$ cat config.mk
export PLATFORM = sky130hd
export DESIGN_NAME = in_order_reorder_buffer
export DESIGN_NICKNAME = d
export VERILOG_FILES = /design/src/hdl/iorb_pkg.sv /design/src/hdl/in_order_reorder_buffer.sv /design/src/hdl/iorb_ram.sv
export SDC_FILE = /design/constraint.sdc
export NUM_CORES = 2
export LEC_CHECK = 0
export BUFFER_PORTS_ARGS = -buffer_cell sky130_fd_sc_hd__buf_2
export CORE_MARGIN = 4
export CORE_UTILIZATION = 50
export CTS_BUF_LIST = sky130_fd_sc_hd__clkbuf_8
export DETAILED_ROUTE_END_ITERATION = 8
export GPL_ROUTABILITY_DRIVEN = 0
export PLACE_DENSITY_LB_ADDON = 0.2
export SYNTH_ARGS = -nofsm -noshare
export SYNTH_HDL_FRONTEND = slang
export SYNTH_SLANG_ARGS = --single-unit
$ cat constraint.sdc
create_clock -name clock -period 13.1 [get_ports clock]
set_input_delay 2.62 -clock clock [delete_from_list [all_inputs] [get_ports clock]]
set_output_delay 2.62 -clock clock [all_outputs]
set_load 0.02 [all_outputs]
$ cat src/hdl/iorb_pkg.sv
`default_nettype none

package iorb_pkg;

   // Fixed field widths of the sequence id and the batch count register.
   localparam int ID_W  = 6;
   localparam int CNT_W = 7;

   // Batch count after reset.
   localparam logic [CNT_W-1:0] BATCH_RESET = 7'd64;

   // Control states of the release sequencer.
   typedef enum logic [0:0] {
      ST_IDLE,
      ST_DRAIN
   } state_type;

endpackage

`default_nettype wire

$ cat src/hdl/in_order_reorder_buffer.sv
// Reorder buffer that releases items strictly in sequence-id order.
// Input channel req_*: each transaction carries an item id and a value. An
// item whose id is the next one expected is passed to the output at once;
// a later id is parked in the holding RAM; an id outside the batch or one
// already released is dropped without a result.
// Result channel rsp_*: released items in id order. After an in-order item,
// every consecutive parked item follows, one per cycle while rsp_tready is high,
// and rsp_tlast marks the final result caused by that input transaction.
// Output: a released input item is registered and appears on rsp in the
// cycle after acceptance. Throughput: one input transaction per cycle while
// no run is draining and the output register can move. A drain run is paced
// by the single read port of the holding RAM; req_tready stays low until the
// run's last result is loaded into the output register.
// Configuration: csr_wr_en writes the batch count, restarts the batch and
// clears every parked entry; write only while the block is idle.
// Reset: next expected id returns to 0, all parked entries are invalid and
// the batch count is 64. No clearing pass is needed.
// Stall: a result waits in the output register while rsp_tready is low, and
// no new transaction is accepted until it can move.
`default_nettype none

module in_order_reorder_buffer
   import iorb_pkg::*;
#(
   parameter int DEPTH       = 64,
   parameter int VALUE_WIDTH = 32,
   localparam int DATA_W     = ((ID_W + VALUE_WIDTH + 7) / 8) * 8
) (
   input  wire logic              clock,
   input  wire logic              reset,
   // Input channel.
   input  wire logic              req_tvalid,
   output logic                   req_tready,
   input  wire logic [DATA_W-1:0] req_tdata,   // item_id, item_value, zero fill
   // Result channel.
   output logic                   rsp_tvalid,
   input  wire logic              rsp_tready,
   output logic      [DATA_W-1:0] rsp_tdata,   // out_id, out_value, zero fill
   output logic                   rsp_tlast,   // last_in_run
   // Batch count register.
   input  wire logic              csr_wr_en,
   input  wire logic [CNT_W-1:0]  csr_wdata
);

   localparam int ADDR_W = (DEPTH > 1) ? $clog2(DEPTH) : 1;

   state_type              state_ff, state_in;
   logic [CNT_W-1:0]       batch_ff, batch_in;
   logic [CNT_W-1:0]       next_exp_ff, next_exp_in;
   logic [DEPTH-1:0]       valid_ff, valid_in;
   logic                   rsp_valid_ff, rsp_valid_in;
   logic [ID_W-1:0]        rsp_id_ff, rsp_id_in;
   logic [VALUE_WIDTH-1:0] rsp_value_ff, rsp_value_in;
   logic                   rsp_last_ff, rsp_last_in;

   logic                   out_free;
   logic                   req_fire;
   logic [CNT_W-1:0]       eff_count;
   logic [ID_W-1:0]        in_id;
   logic [CNT_W-1:0]       in_id_x;
   logic [VALUE_WIDTH-1:0] in_value;
   logic [CNT_W-1:0]       in_succ;
   logic                   in_more;
   logic [CNT_W-1:0]       dr_succ;
   logic                   dr_more;

   logic                   ram_wr_en;
   logic [ADDR_W-1:0]      ram_wr_addr;
   logic                   ram_rd_en;
   logic [ADDR_W-1:0]      ram_rd_addr;
   logic [VALUE_WIDTH-1:0] ram_rd_data;

   // Parked payloads. A read is issued only to start or continue a drain run, never
   // in a cycle that parks an item, so a read and a write never meet on the same entry.
   iorb_ram #(
      .WIDTH (VALUE_WIDTH),
      .DEPTH (DEPTH)
   ) u_ram (
      .clock   (clock),
      .wr_en   (ram_wr_en),
      .wr_addr (ram_wr_addr),
      .wr_data (in_value),
      .rd_en   (ram_rd_en),
      .rd_addr (ram_rd_addr),
      .rd_data (ram_rd_data)
   );

   // Batch count limited to 1 to DEPTH, the range the store can hold.
   always_comb begin
      priority if (batch_ff == '0) begin
         eff_count = CNT_W'(1);
      end else if (batch_ff > CNT_W'(DEPTH)) begin
         eff_count = CNT_W'(DEPTH);
      end else begin
         eff_count = batch_ff;
      end
   end

   // Handshake and field unpacking.
   assign out_free   = !rsp_valid_ff || rsp_tready;
   assign req_tready = (state_ff == ST_IDLE) && out_free;
   assign req_fire   = req_tvalid && req_tready;
   assign in_id      = req_tdata[ID_W-1:0];
   assign in_id_x    = CNT_W'(in_id);
   assign in_value   = req_tdata[ID_W +: VALUE_WIDTH];

   // Whether the run continues past the item being released.
   assign in_succ = in_id_x + CNT_W'(1);
   assign in_more = (in_succ < eff_count) && valid_ff[in_succ[ADDR_W-1:0]];
   assign dr_succ = next_exp_ff + CNT_W'(1);
   assign dr_more = (dr_succ < eff_count) && valid_ff[dr_succ[ADDR_W-1:0]];

   // Next state, store updates and output register loads.
   always_comb begin
      state_in     = state_ff;
      batch_in     = batch_ff;
      next_exp_in  = next_exp_ff;
      valid_in     = valid_ff;
      rsp_valid_in = rsp_valid_ff && !rsp_tready;
      rsp_id_in    = rsp_id_ff;
      rsp_value_in = rsp_value_ff;
      rsp_last_in  = rsp_last_ff;
      ram_wr_en    = 1'b0;
      ram_wr_addr  = in_id[ADDR_W-1:0];
      ram_rd_en    = 1'b0;
      ram_rd_addr  = in_succ[ADDR_W-1:0];

      unique case (state_ff)
         ST_IDLE: begin
            if (req_fire) begin
               priority if (in_id_x >= eff_count || in_id_x < next_exp_ff) begin
                  // Outside the batch or already released: dropped.
               end else if (in_id_x != next_exp_ff) begin
                  // Early arrival: park it.
                  ram_wr_en                       = 1'b1;
                  valid_in[in_id[ADDR_W-1:0]]     = 1'b1;
               end else begin
                  // In order: release now and start a drain if the successor waits.
                  rsp_valid_in = 1'b1;
                  rsp_id_in    = in_id;
                  rsp_value_in = in_value;
                  if (in_more) begin
                     rsp_last_in = 1'b0;
                     ram_rd_en   = 1'b1;
                     next_exp_in = in_succ;
                     state_in    = ST_DRAIN;
                  end else begin
                     rsp_last_in = 1'b1;
                     next_exp_in = (in_succ >= eff_count) ? '0 : in_succ;
                  end
               end
            end
         end
         ST_DRAIN: begin
            // The RAM holds the payload of next_exp_ff, read in the previous step.
            if (out_free) begin
               rsp_valid_in                       = 1'b1;
               rsp_id_in                          = next_exp_ff[ID_W-1:0];
               rsp_value_in                       = ram_rd_data;
               valid_in[next_exp_ff[ADDR_W-1:0]]  = 1'b0;
               if (dr_more) begin
                  rsp_last_in = 1'b0;
                  ram_rd_en   = 1'b1;
                  ram_rd_addr = dr_succ[ADDR_W-1:0];
                  next_exp_in = dr_succ;
               end else begin
                  rsp_last_in = 1'b1;
                  next_exp_in = (dr_succ >= eff_count) ? '0 : dr_succ;
                  state_in    = ST_IDLE;
               end
            end
         end
         default: begin
            state_in = ST_IDLE;
         end
      endcase

      // A register write restarts the batch.
      if (csr_wr_en) begin
         batch_in    = csr_wdata;
         next_exp_in = '0;
         valid_in    = '0;
      end
   end

   // Sequencer state.
   always_ff @(posedge clock) begin
      if (reset) begin
         state_ff <= ST_IDLE;
      end else begin
         state_ff <= state_in;
      end
   end

   // Control registers and valid marks.
   always_ff @(posedge clock) begin
      if (reset) begin
         batch_ff     <= BATCH_RESET;
         next_exp_ff  <= '0;
         valid_ff     <= '0;
         rsp_valid_ff <= 1'b0;
      end else begin
         batch_ff     <= batch_in;
         next_exp_ff  <= next_exp_in;
         valid_ff     <= valid_in;
         rsp_valid_ff <= rsp_valid_in;
      end
   end

   // Output payload register.
   always_ff @(posedge clock) begin
      rsp_id_ff    <= rsp_id_in;
      rsp_value_ff <= rsp_value_in;
      rsp_last_ff  <= rsp_last_in;
   end

   assign rsp_tvalid = rsp_valid_ff;
   assign rsp_tdata  = DATA_W'({rsp_value_ff, rsp_id_ff});
   assign rsp_tlast  = rsp_last_ff;

endmodule

`default_nettype wire

$ cat src/hdl/iorb_ram.sv
`default_nettype none

module iorb_ram #(
   parameter int WIDTH = 32,
   parameter int DEPTH = 64,
   localparam int ADDR_W = (DEPTH > 1) ? $clog2(DEPTH) : 1
) (
   input  wire logic              clock,
   input  wire logic              wr_en,
   input  wire logic [ADDR_W-1:0] wr_addr,
   input  wire logic [WIDTH-1:0]  wr_data,
   input  wire logic              rd_en,
   input  wire logic [ADDR_W-1:0] rd_addr,
   output logic      [WIDTH-1:0]  rd_data
);

   logic [WIDTH-1:0] mem_ff [DEPTH];
   logic [WIDTH-1:0] rd_data_ff;

   // One write port and one registered read port; read data holds until the next read.
   always_ff @(posedge clock) begin
      if (wr_en) begin
         mem_ff[wr_addr] <= wr_data;
      end
      if (rd_en) begin
         rd_data_ff <= mem_ff[rd_addr];
      end
   end

   assign rd_data = rd_data_ff;

endmodule

`default_nettype wire

==> impl_metrics.tcl <==
set metrics [dict create \
    p_leak_nw 33.75 \
    tns_ps 0 \
    cts_tree "yes" \
    place.port_buffers 90 \
    route.detailed.drc 0 \
    hp-class "reg2reg" \
    grt_setup_unrepaired "false" \
    track_usage_pct 29.42 \
    ant_nets 0 \
    cts-root-buf "clkbuf_8" \
    wl_per_cell_um 30.79 \
    pwr-share-seq_pct 54.6 \
    crit_top_cell "buf_4" \
    status "finished with violations" \
    clock_latency_ps 1100 \
    ys_types 83 \
    ys_seq_area_share_pct 70.46 \
    synth_xor_area_share_pct 0.1311 \
    synth_edf_count 2119 \
    synth-seq-cells 2199 \
    wl_um 290300 \
    cp_cell_sequence "buf_4, ha_4, buf_4, ha_1, nor2b_1, o21ai_0, a21oi_1, nor4_1, a22oi_4, o31ai_4, buf_4, buf_12, buf_4, buf_4, and3_1, a211oi_1, a311oi_1, a2111oi_0, nand4_1" \
    fin_cells 9429 \
    synth_commonest_cells "edfxtp_1 (2119), nand2_1 (882), clkbuf_1 (414)" \
    path_class "reg2reg" \
    drive_above_1_share_pct 13.72 \
    synth_top_area_share_pct 68.73 \
    synth_fa_ha_area_share_pct 0.3784 \
    holdBufCountCts 0 \
    clock.fmax_mhz 115.2 \
    clk_pin_slew_ps 60 \
    slew_headroom_pct -3.141 \
    ir_worst_vdd_v 0.00007162 \
    vias 62720 \
    cap_violations 1 \
    finalHoldViolCount 0 \
    synthTopCellsByArea "edfxtp_1 (69%), nand2_1 (3.6%), mux2i_1 (3.2%)" \
    synthFlopType "edfxtp_1" \
    worst_slew_pin_slew_ps 1533 \
    cpPeakStageDelay_ps 800 \
    cts-buffers-inserted 372 \
    critPathArrivalTime_ps 9590 \
    rows 157 \
    grt_pass1_wl_um 415500 \
    core_area_mm2 0.1837 \
    synth-simple-area-share_pct 9.661 \
    avgSynthCellArea_um2 14.02 \
    regArea_mm2 0.06523 \
    muxShareOfSynthArea_pct 5.371 \
    fill_cells 14700 \
    h-tree-depth 5 \
    min_period_over_period_pct 66.28 \
    power.internal_mw 10.73 \
    switchingPower_mw 3.435 \
    syn-cell-area_mm2 0.09258 \
    crit_path_start_kind "flip-flop" \
    fin_nets 6780 \
    grt_overflow 0 \
    dp.cells 8790 \
    areaGrowthSynthToFinish_pct 10.47 \
    cts_setup_buffers 0 \
    die_w_um 438.3 \
    ios 95 \
    async_reset_ff_share_pct 0 \
    routed_via_density 6.652 \
    pwr_density_cell_mw_per_mm2 138.5 \
    path_max_fanout 163 \
    p_clk_share_pct 38.1 \
    switching_share_pct 24.24 \
    yosys_warnings 0 \
    drt_iter0_drc 9276 \
    first_pass_iters 9 \
    cts_max_path_buffers 4 \
    grt_max_degree 164 \
    pwr-share-comb_pct 7.3 \
    die-height_um 438.3 \
    dieArea_mm2 0.1921 \
    initial_core_util_pct 50.41 \
    synth_top_family_by_area "compound AO/OA/AOI/OAI gates" \
    multi_input_area_mm2 0.02546 \
    cts_resized 0 \
    synth.most_common_cell "edfxtp_1" \
    timing.final.max_slew_violations 5 \
    synth_area_leader_cell "edfxtp_1" \
    fin_crit_ps 8682 \
    setup_violations 0 \
    antenna_found_initial 12 \
    syn_inst 6605 \
    required_ps 14000 \
    violations "capacitance limit, slew limit" \
    cp-end-kind "flip-flop" \
    clock-skew-final_ps 76.17 \
    dpl.hpwl_um 152700 \
    synth-compound-area-share_pct 11.30 \
    cts_sinks 2199 \
    slowest_stage "buf_4" \
    grt_pass1_vias 59820 \
]
state kept, by name, indices dropped and copies added (netlist names):
register,cells
batch_ff,7
next_exp_ff,7
rsp_id_ff,6
rsp_tlast,1
rsp_tvalid,1
rsp_value_ff,32
state_ff,1
u_ram.mem_ff,2048
u_ram.rd_data,32
valid_ff,64
placed cells by master, fill, tap and decap left out, types with 135 or more instances in the layout:
master,instances
edfxtp_1,2119
a211oi_1,221
mux2i_1,292
buf_4,187
a21oi_1,233
a311oi_1,192
nand2_1,876
o21ai_0,205
and3_1,247
a32oi_1,140
nand3_1,196
nor4_1,197
inv_1,135
clkbuf_8,380
o22ai_1,150
routing by layer:
metal  up-vias  global-route usage (%)  wire (µm)
met5         -                       0         40
met4         6                   9.692       9096
met3       560                   8.148      33920
met2      3904                   44.39     130900
met1     31710                   41.47     116300
li1      26540                       -          -
path summary, 6_finish.rpt:
kind,startpoint,endpoint,slack (ps),cells after the start
setup / recovery,next_exp_ff[0],u_ram.rd_data[30],4420,19
hold / removal,valid_ff[39],valid_ff[39],500,2
setup reg to reg,next_exp_ff[0],u_ram.rd_data[30],4420,19
hold reg to reg,valid_ff[39],valid_ff[39],500,2
cell families after synthesis:
logic type | Yosys count
other | 1
adders and majority gates | 28
DFF | 2199
xor gates and xnor gates | 10
muxes | 441
buffers and inverters | 606
AOI/OAI and AO/OA | 1464
and+or+nand+nor | 1856
per-stage QoR:
step           power, mW  hold WS [ps]  setup slack [ps]  instance area, µm²  util [%]
2_1_floorplan      8.484         449.3              5087               92590         -
3_3_place_gp       8.879         471.6              4665               95960     52.24
4_1_cts            14.22         492.4              4610              102300     55.67
3_5_place_dp       8.899         484.0              4578               95960     52.24
5_1_grt            14.63         510.2              4146              102300     55.68
6_report           14.17         500.3              4418              102300     55.68
area by class of cell:
| class | instances | share of cell area [%] |
|---|---|---|
| Inverter | 40 | 0.1517 |
| Sequential cell | 2199 | 63.78 |
| Clock inverter | 253 | 1.044 |
| Tap cell | 2464 | 3.014 |
| Multi-Input combinational cell | 3801 | 24.89 |
| Clock buffer | 380 | 5.114 |
| Antenna cell | 6 | 0.01468 |
| Timing Repair Buffer | 286 | 1.989 |
power by group through the flow:
stage,logic [mW],registers (mW),clock network (mW)
after floorplan,0.598,7.89,0
after global placement,0.994,7.88,0
after detailed placement,1.01,7.89,0
after CTS,1.02,7.74,5.47
after global routing,1.10,7.74,5.79
final,1.04,7.74,5.39
critical path: cells and delay by family (launching register included):
kind                     cells  cell delay (ps)
flip-flops                   1              310
AND/OR/NAND/NOR              4             1230
buffers and inverters        6             3950
AO/OA/AOI/OAI                7             1760
adder cells (fa/ha/maj)      2              860
Power figures use the tool's default switching activity.
